<file path="config.mk">
export PLATFORM = sky130hd
export DESIGN_NAME = round_robin_thread_scheduler_flat
export DESIGN_NICKNAME = d
export VERILOG_FILES = /design/src/sv/rrts_pkg.sv /design/src/sv/rrts_if.sv /design/src/sv/rrts_front.sv /design/src/sv/rrts_back.sv /design/src/sv/round_robin_thread_scheduler.sv /design/src/flat_wrapper.sv
export SDC_FILE = /design/constraint.sdc
export NUM_CORES = 2
export LEC_CHECK = 0
export BUFFER_PORTS_ARGS = -buffer_cell sky130_fd_sc_hd__clkbuf_2
export CORE_MARGIN = 2
export CORE_UTILIZATION = 30
export CTS_BUF_LIST = sky130_fd_sc_hd__clkbuf_16
export CTS_CLUSTER_DIAMETER = 50
export DETAILED_ROUTE_END_ITERATION = 16
export GPL_ROUTABILITY_DRIVEN = 0
export GPL_TIMING_DRIVEN = 0
export HOLD_SLACK_MARGIN = 0.03
export PLACE_DENSITY_LB_ADDON = 0.08
export SKIP_LAST_GASP = 1
export SLEW_MARGIN = 20
export SYNTH_ARGS = -nofsm -noshare
export SYNTH_HDL_FRONTEND = slang
export SYNTH_SLANG_ARGS = --single-unit
</file>
<file path="constraint.sdc">
create_clock -name clk -period 20.3 [get_ports clk]
set_clock_uncertainty 0.2 [all_clocks]
set_input_delay 2.03 -clock clk [delete_from_list [all_inputs] [get_ports clk]]
set_output_delay 2.03 -clock clk [all_outputs]
set_load 0.05 [all_outputs]
</file>
<file path="src/sv/rrts_pkg.sv">
// Package: shared types and constants of the round-robin thread scheduler.
package rrts_pkg;

	localparam int MaxThreads = 16;
	localparam int TidW       = $clog2(MaxThreads);
	localparam int CntW       = TidW + 1;
	localparam int ValW       = 64;
	localparam int TickW      = 32;
	localparam int QDepth     = 2;

	typedef enum logic [2:0] {
		REQ_TICK    = 3'd0,
		REQ_YIELD   = 3'd1,
		REQ_CREATE  = 3'd2,
		REQ_BLOCK   = 3'd3,
		REQ_UNBLOCK = 3'd4,
		REQ_EXIT    = 3'd5,
		REQ_JOIN    = 3'd6,
		REQ_DETACH  = 3'd7
	} req_t;

	typedef enum logic [2:0] {
		ST_FREE   = 3'd0,
		ST_READY  = 3'd1,
		ST_RUN    = 3'd2,
		ST_BLOCK  = 3'd3,
		ST_ZOMBIE = 3'd4
	} slot_st_t;

	typedef enum logic [1:0] {
		STAT_OK      = 2'd0,
		STAT_REFUSED = 2'd1,
		STAT_NOSLOT  = 2'd2
	} status_t;

	typedef struct packed {
		logic [2:0]      req_type;
		logic [TidW-1:0] target_tid;
		logic [ValW-1:0] exit_value;
	} req_word_t;

	typedef struct packed {
		logic [1:0]       status;
		logic [TidW-1:0]  new_tid;
		logic [TidW-1:0]  running_tid;
		logic             switched;
		logic             join_done;
		logic [TidW-1:0]  join_waiter;
		logic [ValW-1:0]  join_value;
		logic [TickW-1:0] tick_total;
	} rsp_word_t;

	// Decoded request that crosses from the front end to the back end.
	typedef struct packed {
		req_t            req;
		logic [TidW-1:0] tgt;
		logic [ValW-1:0] val;
	} cmd_t;

endpackage

</file>
<file path="src/sv/rrts_if.sv">
// Interface: valid/ready channel carrying one request or response word.
interface rrts_req_if import rrts_pkg::*; (input logic clk);
	logic      valid;
	logic      ready;
	req_word_t data;
	modport source (output valid, output data, input ready);
	modport sink   (input valid, input data, output ready);
endinterface

interface rrts_rsp_if import rrts_pkg::*; (input logic clk);
	logic      valid;
	logic      ready;
	rsp_word_t data;
	modport source (output valid, output data, input ready);
	modport sink   (input valid, input data, output ready);
endinterface

</file>
<file path="src/sv/rrts_front.sv">
// Front end: accept request words, decode them and queue them for the back end.
module rrts_front import rrts_pkg::*; (
	input  logic         clk,
	input  logic         arst_n,
	rrts_req_if.sink     req,
	output logic         cmd_valid,
	output cmd_t         cmd,
	input  logic         cmd_take
);
	localparam int PW = $clog2(QDepth);

	cmd_t              q_mem [QDepth];
	logic [PW-1:0]     wr_q, rd_q;
	logic [PW:0]       cnt_q;
	logic              push;
	cmd_t              dec;

	always_comb begin
		dec.req = req_t'(req.data.req_type);
		dec.tgt = req.data.target_tid;
		dec.val = req.data.exit_value;
	end

	assign req.ready = (cnt_q != (PW+1)'(QDepth));
	assign push      = req.valid && req.ready;
	assign cmd_valid = (cnt_q != '0);
	assign cmd       = q_mem[rd_q];

	always_ff @(posedge clk) begin
		if (push) begin
			q_mem[wr_q] <= dec;
		end
	end

	always_ff @(posedge clk or negedge arst_n) begin
		if (!arst_n) begin
			wr_q  <= '0;
			rd_q  <= '0;
			cnt_q <= '0;
		end else begin
			if (push) begin
				wr_q <= wr_q + 1'b1;
			end
			if (cmd_take) begin
				rd_q <= rd_q + 1'b1;
			end
			cnt_q <= cnt_q + (PW+1)'(push) - (PW+1)'(cmd_take);
		end
	end
endmodule

</file>
<file path="src/sv/rrts_back.sv">
// Back end: carry out one scheduling event over the slot table and ready queue.
module rrts_back import rrts_pkg::*; (
	input  logic         clk,
	input  logic         arst_n,
	input  logic         cmd_valid,
	input  cmd_t         cmd,
	output logic         cmd_take,
	rrts_rsp_if.source   rsp
);
	typedef enum logic [3:0] {
		S_IDLE  = 4'b0001,
		S_EXEC  = 4'b0010,
		S_SCHED = 4'b0100,
		S_DONE  = 4'b1000
	} fsm_t;

	fsm_t                 fsm_q;
	slot_st_t             st_q   [MaxThreads];
	logic [MaxThreads-1:0] det_q;
	logic [TidW:0]        wt_q   [MaxThreads];
	logic [ValW-1:0]      val_mem [MaxThreads];
	logic [TidW-1:0]      fifo_mem [MaxThreads];
	logic [TidW-1:0]      head_q;
	logic [CntW-1:0]      cnt_q;
	logic [TidW-1:0]      run_q;
	logic [TickW-1:0]     tick_q;
	cmd_t                 cmd_q;
	logic [TidW-1:0]      before_q;
	rsp_word_t            out_q;
	logic                 out_v_q;
	logic [ValW-1:0]      val_rd_q;
	logic [TidW-1:0]      head_rd_q;
	// Waiter pushed into an empty queue by an exit: it is the new head, which
	// the registered head read has not seen yet.
	logic                 wake_v_q;
	logic [TidW-1:0]      wake_tid_q;

	// Combinational view of the free slot search.
	logic                 found;
	logic [TidW-1:0]      free_idx;
	always_comb begin
		found    = 1'b0;
		free_idx = '0;
		for (int i = MaxThreads - 1; i >= 1; i--) begin
			if (st_q[i] == ST_FREE) begin
				found    = 1'b1;
				free_idx = TidW'(i);
			end
		end
	end

	assign cmd_take  = (fsm_q == S_IDLE) && cmd_valid && !out_v_q;
	assign rsp.valid = out_v_q;
	assign rsp.data  = out_q;

	// Registered reads of the value store and queue.
	always_ff @(posedge clk) begin
		val_rd_q  <= val_mem[cmd.tgt];
		head_rd_q <= fifo_mem[head_q];
	end

	logic            tgt_ok;
	logic [TidW-1:0] cur;
	assign cur    = run_q;
	assign tgt_ok = (st_q[cmd_q.tgt] != ST_FREE);

	always_ff @(posedge clk or negedge arst_n) begin
		if (!arst_n) begin
			fsm_q   <= S_IDLE;
			for (int i = 0; i < MaxThreads; i++) begin
				st_q[i] <= ST_FREE;
				wt_q[i] <= '0;
			end
			st_q[0] <= ST_READY;
			st_q[1] <= ST_RUN;
			det_q   <= MaxThreads'(2'b11);
			head_q  <= '0;
			cnt_q   <= '0;
			run_q   <= TidW'(1);
			tick_q  <= '0;
			out_v_q <= 1'b0;
			wake_v_q   <= 1'b0;
			wake_tid_q <= '0;
		end else begin
			if (rsp.valid && rsp.ready) begin
				out_v_q <= 1'b0;
			end
			unique case (fsm_q)
				S_IDLE: begin
					if (cmd_take) begin
						cmd_q    <= cmd;
						before_q <= run_q;
						fsm_q    <= S_EXEC;
					end
				end
				S_EXEC: begin
					out_q              <= '0;
					out_q.tick_total   <= tick_q;
					wake_v_q           <= 1'b0;
					fsm_q              <= S_DONE;
					unique case (cmd_q.req)
						REQ_TICK: begin
							tick_q           <= tick_q + 1'b1;
							out_q.tick_total <= tick_q + 1'b1;
							fsm_q            <= S_SCHED;
						end
						REQ_YIELD: begin
							fsm_q        <= S_SCHED;
						end
						REQ_CREATE: begin
							if (found) begin
								det_q[free_idx] <= 1'b0;
								wt_q[free_idx]  <= '0;
								val_mem[free_idx] <= '0;
								st_q[free_idx]  <= ST_READY;
								fifo_mem[head_q + cnt_q[TidW-1:0]] <= free_idx;
								cnt_q           <= cnt_q + 1'b1;
								out_q.new_tid   <= free_idx;
							end else begin
								out_q.status <= STAT_NOSLOT;
							end
						end
						REQ_BLOCK: begin
							if (cur == '0) begin
								out_q.status <= STAT_REFUSED;
							end else begin
								st_q[cur]    <= ST_BLOCK;
								fsm_q        <= S_SCHED;
							end
						end
						REQ_UNBLOCK: begin
							if (!tgt_ok || st_q[cmd_q.tgt] != ST_BLOCK) begin
								out_q.status <= STAT_REFUSED;
							end else begin
								st_q[cmd_q.tgt] <= ST_READY;
								fifo_mem[head_q + cnt_q[TidW-1:0]] <= cmd_q.tgt;
								cnt_q <= cnt_q + 1'b1;
							end
						end
						REQ_EXIT: begin
							if (cur == '0) begin
								out_q.status <= STAT_REFUSED;
							end else begin
								// Drop marks naming the exiting slot, including its own.
								for (int i = 0; i < MaxThreads; i++) begin
									if (wt_q[i] == {1'b0, cur} + 1'b1) begin
										wt_q[i] <= '0;
									end
								end
								if (wt_q[cur] != '0 &&
									wt_q[cur] != {1'b0, cur} + 1'b1) begin
									out_q.join_done   <= 1'b1;
									out_q.join_waiter <= TidW'(wt_q[cur] - 1'b1);
									out_q.join_value  <= cmd_q.val;
									st_q[cur]  <= ST_FREE;
									det_q[cur] <= 1'b0;
									wt_q[cur]  <= '0;
									val_mem[cur] <= '0;
									if (st_q[TidW'(wt_q[cur] - 1'b1)] == ST_BLOCK) begin
										st_q[TidW'(wt_q[cur] - 1'b1)] <= ST_READY;
										fifo_mem[head_q + cnt_q[TidW-1:0]] <=
											TidW'(wt_q[cur] - 1'b1);
										cnt_q      <= cnt_q + 1'b1;
										wake_v_q   <= (cnt_q == '0);
										wake_tid_q <= TidW'(wt_q[cur] - 1'b1);
									end
								end else if (det_q[cur]) begin
									st_q[cur]  <= ST_FREE;
									det_q[cur] <= 1'b0;
									wt_q[cur]  <= '0;
									val_mem[cur] <= '0;
								end else begin
									st_q[cur]    <= ST_ZOMBIE;
									val_mem[cur] <= cmd_q.val;
								end
								fsm_q        <= S_SCHED;
							end
						end
						REQ_JOIN: begin
							if (cur == '0 || !tgt_ok || cmd_q.tgt == cur ||
								det_q[cmd_q.tgt] || wt_q[cmd_q.tgt] != '0) begin
								out_q.status <= STAT_REFUSED;
							end else if (st_q[cmd_q.tgt] == ST_ZOMBIE) begin
								out_q.join_done   <= 1'b1;
								out_q.join_waiter <= cur;
								out_q.join_value  <= val_rd_q;
								st_q[cmd_q.tgt]  <= ST_FREE;
								det_q[cmd_q.tgt] <= 1'b0;
								val_mem[cmd_q.tgt] <= '0;
								for (int i = 0; i < MaxThreads; i++) begin
									if (wt_q[i] == {1'b0, cmd_q.tgt} + 1'b1) begin
										wt_q[i] <= '0;
									end
								end
								wt_q[cmd_q.tgt] <= '0;
							end else begin
								wt_q[cmd_q.tgt] <= {1'b0, cur} + 1'b1;
								st_q[cur]       <= ST_BLOCK;
								fsm_q           <= S_SCHED;
							end
						end
						REQ_DETACH: begin
							if (!tgt_ok) begin
								out_q.status <= STAT_REFUSED;
							end else if (st_q[cmd_q.tgt] == ST_ZOMBIE) begin
								st_q[cmd_q.tgt]  <= ST_FREE;
								det_q[cmd_q.tgt] <= 1'b0;
								val_mem[cmd_q.tgt] <= '0;
								for (int i = 0; i < MaxThreads; i++) begin
									if (wt_q[i] == {1'b0, cmd_q.tgt} + 1'b1) begin
										wt_q[i] <= '0;
									end
								end
								wt_q[cmd_q.tgt] <= '0;
							end else begin
								det_q[cmd_q.tgt] <= 1'b1;
							end
						end
						default: begin
							out_q.status <= STAT_REFUSED;
						end
					endcase
				end
				S_SCHED: begin
					// Requeue a still-running thread; pop the head or fall to idle.
					logic [TidW-1:0] nxt;
					logic [CntW-1:0] c;
					logic [TidW-1:0] h;
					c = cnt_q;
					h = head_q;
					nxt = '0;
					if (run_q != '0 && st_q[run_q] == ST_RUN) begin
						st_q[run_q] <= ST_READY;
						fifo_mem[h + c[TidW-1:0]] <= run_q;
						c = c + 1'b1;
					end
					if (c != '0) begin
						if (cnt_q == '0) begin
							nxt = run_q;
						end else if (wake_v_q) begin
							nxt = wake_tid_q;
						end else begin
							nxt = head_rd_q;
						end
						h   = h + 1'b1;
						c   = c - 1'b1;
					end
					if (run_q == '0 && nxt != '0) begin
						st_q[0] <= ST_READY;
					end
					st_q[nxt]         <= ST_RUN;
					run_q             <= nxt;
					head_q            <= h;
					cnt_q             <= c;
					out_q.running_tid <= nxt;
					out_q.switched    <= (nxt != before_q);
					fsm_q             <= S_IDLE;
					out_v_q           <= 1'b1;
				end
				S_DONE: begin
					out_q.running_tid <= run_q;
					out_q.switched    <= 1'b0;
					fsm_q             <= S_IDLE;
					out_v_q           <= 1'b1;
				end
				default: fsm_q <= S_IDLE;
			endcase
		end
	end
endmodule

</file>
<file path="src/sv/round_robin_thread_scheduler.sv">
// Top level: round-robin thread scheduler with join.
//
// Usage
//   req : one word per scheduling event (req_type, target_tid, exit_value),
//         accepted when valid and ready are high at a rising edge of clk.
//   rsp : one word per event, in order: status, new_tid, running_tid,
//         switched, join_done, join_waiter, join_value, tick_total.
// Path: a request waits in the front queue, is taken and executed by the
//   back end, then is rescheduled or settles into the output register.
// Events pass one at a time through the back-end sequencer that owns the
//   slot table and ready queue (take, execute, settle, then hand over the
//   response word before the next event is taken).
// A two-word queue sits between the decoding front end and the back end,
//   so requests keep being taken while a response waits.
// Reset (arst_n low): slot 0 is the ready idle thread, slot 1 runs, all
//   other slots are free, the ready queue is empty and the tick count is 0.
// When the receiver stalls, the response word holds and the back end takes
//   no new event; the front queue fills and then drops req.ready.
module round_robin_thread_scheduler import rrts_pkg::*; (
	input  logic      clk,
	input  logic      arst_n,
	rrts_req_if.sink  req,
	rrts_rsp_if.source rsp
);
	logic cmd_valid;
	logic cmd_take;
	cmd_t cmd;

	// Accept and decode words.
	rrts_front u_front (
		.clk      (clk),
		.arst_n   (arst_n),
		.req      (req),
		.cmd_valid(cmd_valid),
		.cmd      (cmd),
		.cmd_take (cmd_take)
	);

	// Execute events against the slot table.
	rrts_back u_back (
		.clk      (clk),
		.arst_n   (arst_n),
		.cmd_valid(cmd_valid),
		.cmd      (cmd),
		.cmd_take (cmd_take),
		.rsp      (rsp)
	);
endmodule

</file>
<file path="src/flat_wrapper.sv">
// flat-port wrapper written by rule: the top's interface ports become plain ports
module round_robin_thread_scheduler_flat import rrts_pkg::*;
  (clk, arst_n, req_valid, req_data, req_ready, rsp_valid, rsp_data, rsp_ready);
  rrts_req_if req_i (.clk(clk));
  rrts_rsp_if rsp_i (.clk(clk));
  input  logic clk;
  input  logic arst_n;
  input wire logic [$bits(req_i.valid)-1:0] req_valid;
  input wire logic [$bits(req_i.data)-1:0] req_data;
  output wire logic [$bits(req_i.ready)-1:0] req_ready;
  output wire logic [$bits(rsp_i.valid)-1:0] rsp_valid;
  output wire logic [$bits(rsp_i.data)-1:0] rsp_data;
  input wire logic [$bits(rsp_i.ready)-1:0] rsp_ready;
  assign req_i.valid = req_valid;
  assign req_i.data = req_data;
  assign req_ready = req_i.ready;
  assign rsp_valid = rsp_i.valid;
  assign rsp_data = rsp_i.data;
  assign rsp_i.ready = rsp_ready;
  round_robin_thread_scheduler u_core (.clk(clk), .arst_n(arst_n), .req(req_i), .rsp(rsp_i));
endmodule
</file>
---- Yosys cells after proc, flatten, opt, wreduce, memory -nomap -nowiden ----
Memories as Yosys holds them, arrays and structs flattened. A register that Yosys moved wholly into a read port is not among the register bits.
Index checks and enable logic that the tools add are counted.
operators by class
  $add $sub $neg .......................... 12
  $lt $le $gt $ge ......................... 16
  reductions and logical operators ........ 75
  eq/ne operators ......................... 70
  mux-type cells .......................... 395
  bitwise gates (word level) .............. 51
operators with widths
  kind              number
  $mux 5            207
  $mux 80           8
  $mux 48           13
  $and 80x80->80    4
  $mux 64           5
  $pmux 80 s4       1
  $pmux 48 s6       1
  $mux 69           4
  $not 80->80       3
  $and 32x32->32    6
  $not 32->32       6
  $eq 5x5->1        32
  $pmux 69 s2       1
  $mux 16           8
  $reduce_or 64->1  2
  $mux 4            28
  $or 16x16->16     7
  $and 48x48->48    2
  $not 48->48       2
  $pmux 48 s2       1
  $bwmux 80         1
  $mux 1            77
  $and 16x16->16    4
  $not 16->16       4
  other kinds (66)  192
word-level totals
  flip-flop bits (word level) ............. 390
  RAM bits ................................ 1230
  memories ................................ 3
  word-level logic and storage cells ...... 678
  output and inout port bits .............. 114
memories
  name                    words  bits a word  read ports  clocked after memory_dff  write ports  RTL line          source
  u_core.u_back.val_mem   16     64           1           1                         1            rrts_back.sv:21   logic [ValW-1:0] val_mem [MaxThreads];
  u_core.u_front.q_mem    2      71           1           0                         1            rrts_front.sv:12  cmd_t q_mem [QDepth];
  u_core.u_back.fifo_mem  16     4            1           1                         1            rrts_back.sv:22   logic [TidW-1:0] fifo_mem [MaxThreads];

---- Longest topological paths before layout ----
  depth after elaboration ................. 26
  gate-level depth with buffers ........... 24

---- Hierarchy ----
Synthesis repeated with hierarchy kept, for this count alone.
second synthesis, totals
  cells, all modules ...................... 4483
  area, all modules ....................... 72799.8 µm²
by module, submodules not included
  module      cells an instance  times used  area each (µm²)  sequential area each (µm²)
  rrts_back   4245               1           67125.6          44635.3
  rrts_front  238                1           5674.2           4364.2

---- Least setup slack after synthesis ----
Ideal clock, no wire load.
  path kind ............................... in2reg
  start point ............................. in arst_n
  end point ............................... mem u_core.u_back.val_mem[1][0] (enable)
  stages .................................. 7
  setup time .............................. 0.486 ns
  buffers on the path ..................... 0
  path slack .............................. 11.307 ns
  arrival time ............................ 8.307 ns
  cells stage by stage .................... nand2_1 > inv_1 > nand3_1 > a31oi_1 > mux2_2 > nand2_1 > nor2_1
between the ends
  word-level cells in the longest chain between the ends .. 7
RTL lines
  what                                                             RTL line                            source
  from (decl)                                                      flat_wrapper.sv:7                   input logic arst_n;
  $logic_and 1x1->1, on equally long branches                      rrts_back.sv:158, rrts_back.sv:171
  $mux 1, on equally long branches                                 rrts_back.sv:158, rrts_back.sv:171
  $or 1x1->1 (no line) (2 in series)                               n/a
  $reduce_or 64->1 (no line)                                       n/a
  $mux 4 (no line) / $mux 1 (equally long branches) (2 in series)  n/a
  to (decl)                                                        rrts_back.sv:21
Parallel ways exist; a longest one is shown, timed or not.

---- Worst setup path after layout ----
  start point ............................. reg u_core.u_back.run_q[0] (netlist: u_core.u_back.cur[0])
  end point ............................... mem u_core.u_back.val_mem[14][27] (enable)
between the ends
  word-level cells in the longest chain between the ends .. 17
RTL lines
  what                                                             RTL line                            source
  from (decl)                                                      rrts_back.sv:25                     logic [TidW-1:0] run_q;
  from (signal assigned)                                           rrts_back.sv:79                     run_q <= TidW'(1);
  from (signal assigned)                                           rrts_back.sv:252                    run_q <= nxt;
  $not 4->5 (implied by the code)                                  rrts_back.sv:150, rrts_back.sv:151
  $bmux 5 s4                                                       rrts_back.sv:150, rrts_back.sv:151
  $mux 5 (2 in series)                                             n/a
  $ne 5x5->1 / $reduce_bool 5->1 (equally long branches)           rrts_back.sv:151, rrts_back.sv:150
  $logic_and 1x1->1                                                rrts_back.sv:150                    if (wt_q[cur] != '0 &&
  $mux 1                                                           rrts_back.sv:150
  $mux 1                                                           rrts_back.sv:141                    if (cur == '0) begin
  $mux 1                                                           rrts_back.sv:101                    unique case (cmd_q.req)
  $mux 1                                                           rrts_back.sv:88                     unique case (fsm_q)
  $logic_and 1x1->1, on equally long branches                      rrts_back.sv:158, rrts_back.sv:171
  $mux 1, on equally long branches                                 rrts_back.sv:158, rrts_back.sv:171
  $or 1x1->1 (no line) (2 in series)                               n/a
  $reduce_or 64->1 (no line)                                       n/a
  $mux 4 (no line) / $mux 1 (equally long branches) (2 in series)  n/a
Parallel ways exist; a longest one is shown, timed or not. The select of a mux whose other input is x is not followed.

==> results by group <==
Setup path
  – FF-to-FF setup slack: 12.78 ns
  – Crit path DAT: 7.90 ns
  – Crit Path Category: reg2reg
  – CP Max Fanout: 20
  – Slowest CP cell: dfstp_2
  – Crit path max-delay family: simple AND/OR/NAND/NOR gates
  – Critical Path RT: 20.68 ns
  – Worst setup EP type: flop
  – CP Cell Sequence: buf_4 -> buf_6 -> buf_6 -> inv_2 -> ha_1 -> clkbuf_1 -> nor3b_1 -> a31oi_1 -> o311a_1 -> o2111ai_1 -> nor4_2 -> o2111ai_2 -> o22ai_1 -> nand2_1 -> nor2_4 -> buf_12 -> buf_16 -> buf_12
  – Type of origin of the critical path: flop
  – Critical path buffers and inverters: 8
  – Crit path largest cell delay: 0.69 ns

STA
  – Rel. slew slack: 16.26%
  – Min cycle time layout: 7.518 ns
  – Slew @ Worst Pin: 1.256 ns
  – Worst hold slack: 0.2443 ns
  – FMAX: approximately 130 MHz
  – RSZ-0062 raised after global routing: false
  – Fin. max-slew vios: 0
  – Final WS setup: 12.78 ns
  – Final period utilization: about 37%
  – Final Hold Vio Count: 0
  – Final setup viols: 0

Floorplanning
  – IO Pins: 189
  – Core area: 245900 um2
  – Die ar.: 251400 um2
  – Die height: about 500 um
  – Width of the chip: 501.4 um
  – Site row count: 182
  – Starting Density: 30.18%

Cells and area
  – Commonest non-fill, non-tap cell in the layout: edfxtp_1
  – Fill count: 24110
  – Commonest cells after routing, fill and taps aside: 1417 x edfxtp_1, 1262 x nand2_1, 580 x nand3_1
  – Share of layout cells above drive strength 1: between 10 and 15%
  – Area growth syn-to-layout: 21.07%
  – Nets: about 6700

Clocking
  – Worst-path clk slew: approximately 0.060 ns
  – Post-CTS setup buffer count: 0
  – Clk sinks: ~1700
  – CTS tree: yes
  – Post_cts resized: 0
  – CTS HTree Levels: 4
  – Clock latency on the worst-skew pair: between 0.8 and 0.9 ns
  – Clock Tree Buf Depth: 3
  – CTS buffer count: 239
  – CTS Hold Bufs: 0
  – Clk root buf: clkbuf_16

Global routing
  – Largest net degree at the start of global routing: 76
  – Vias in the first global route: 53270
  – GRT Util Overall: a little over a fifth
  – First-pass GRT wire length: 396100 um
  – Grt ovf: 0
  – Initial antenna violation count: 17

Yosys
  – Syn_nets: 6180
  – Top cell type's share of synthesized area: around 57%
  – Post-synth EDFFs: 1417
  – Synth area leader: edfxtp_1
  – Main synth FF type: edfxtp_1
  – Avg Cell Area, Syn: 12.21 um2
  – Distinct cell type count after synthesis: 97
  – Cell Area, Synth: 74230 um2
  – YS warnings: 0
  – Ys async rst share: approximately 12%
  – Yosys reg bits: 1688
  – Syn Inst Count: 6079
  – Post-synthesis sequential area ratio: between 60% and 70%
  – Dominant cells by area after synthesis: edfxtp_1 57%, dfrtp_1 6.6%, nand2_1 6.4%

Detailed routing
  – Post-DR wirelength/cell: 27.67 um
  – DRT iter0 DRCs: 4860
  – Drt pass-1 iters: 5
  – Post-DRT Antenna Nets: 0
  – Vias per inst: 5.277
  – DRC: 0
  – Routed wire length: 278000 um
  – Vias: 53020

Power and ir drop
  – IR drop worst, VDD: 0.00009491 V
  – Pwr Density: 136.5 nW/um2
  – Total power: about 12 mW
  – Pleak: roughly 32 nW

Placement
  – Post-place setup slack: 13.00 ns
  – Number of buffers added on ports: 188
  – DP Wirelength: 205100 um

Status
  – Status: completed

Min path
  – HP Class: reg2reg

Job
  – Max_cap viols: 0
flip-flops by register name (all words and copies together) (netlist names), 2 cells and up:
name                      count
u_core.u_back.before_q        4
u_core.u_back.cmd_q          71
u_core.u_back.cnt_q           5
u_core.u_back.cur             4
u_core.u_back.det_q          16
u_core.u_back.fifo_mem       64
u_core.u_back.fsm_q           4
u_core.u_back.head_q          4
u_core.u_back.head_rd_q       4
u_core.u_back.rsp.data      112
u_core.u_back.st_q           48
u_core.u_back.tick_q         32
u_core.u_back.val_mem      1024
u_core.u_back.val_rd_q       64
u_core.u_back.wake_tid_q      4
u_core.u_back.wt_q           80
u_core.u_front.cnt_q          2
u_core.u_front.q_mem        142
area by class of cell:
type                       count  area (um2)  share of cell area [%]
sequential                  1688       49000                   54.52
multi-input combinational   3890       23500                   26.14
clock buffer                 244        6106                   6.794
tap                         3220        4029                   4.483
timing repair buffer         287        2962                   3.295
clock inverter               209        2197                   2.445
buffer                       447        1852                   2.060
inverter                      54       212.7                  0.2367
antenna                        8       20.02                 0.02227
per-layer routing:
| metal | up-vias | routed length (um) | part of all wire (%) | track usage, % |
|---|---|---|---|---|
| met1 | 26610 | 115700 | 42 | 27.67 |
| met4 | 8 | 13290 | 4.8 | 9.655 |
| li1 | 23800 | - | - | - |
| met3 | 626 | 16070 | 5.8 | 3.790 |
| met2 | 1976 | 132900 | 48 | 36.21 |
| met5 | - | 46 | 0.017 | 0 |
power by group:
part	switching (mW)	internal (mW)
registers	0.126	4.05
logic	2.77	1.05
clock network	1.70	2.58
total	4.59	7.68
cells by family after synthesis:
| family | share of synthesized area [%] |
|---|---|
| AND/OR/NAND/NOR | 14.86 |
| flip-flops | 66.01 |
| AO/OA/AOI/OAI | 9.473 |
| buffers and inverters | 2.739 |
| XOR/XNOR | 3.066 |
| multiplexers | 3.395 |
| adder cells (fa/ha/maj) | 0.4618 |
synth_stat cells, drive strengths merged, types with 18 or more instances:
cell,count
a211oi,22
xor2,94
a21oi,120
nand4,30
clkbuf,362
xnor2,165
nor3,70
nand2,1262
dfxtp,68
and3,94
a22o,70
o31ai,30
o21ai,166
o2bb2ai,77
nand3,582
buf,85
dfrtp,197
ha,25
o211ai,18
a31oi,101
edfxtp,1417
nor2,170
a22oi,28
and2,105
a311oi,135
inv,51
o22ai,47
mux2,83
mux4,44
nor4,35
mux2i,59
a221oi,25
or3,22
path summary, 6_finish.rpt:
path | from | end | cells after the start
worst max register to register | u_core.u_back.cur[0] | u_core.u_back.val_mem[14][27] | 18
worst min-delay path | u_core.u_back.cur[3] | u_core.u_back.before_q[3] | 0
min in group asynchronous | arst_n | u_core.u_back.st_q[46] | 1
max in group asynchronous | arst_n | u_core.u_back.fsm_q[0] | 3
worst min register to register | u_core.u_back.cur[3] | u_core.u_back.before_q[3] | 0
worst max-delay path | u_core.u_back.cur[0] | u_core.u_back.val_mem[14][27] | 18
stage by stage:
step	TNS, ns	util [%]	cells	cell area (um2)
CTS	0	36.52	10040	89820
finish	0	36.54	10050	89870
global route	0	36.54	10040	89860
detailed placement	0	33.14	9585	81510
global placement	-1538.87	32.20	9487	79200
floorplan	0	-	6079	74230
(Power assumes the default switching activity.)
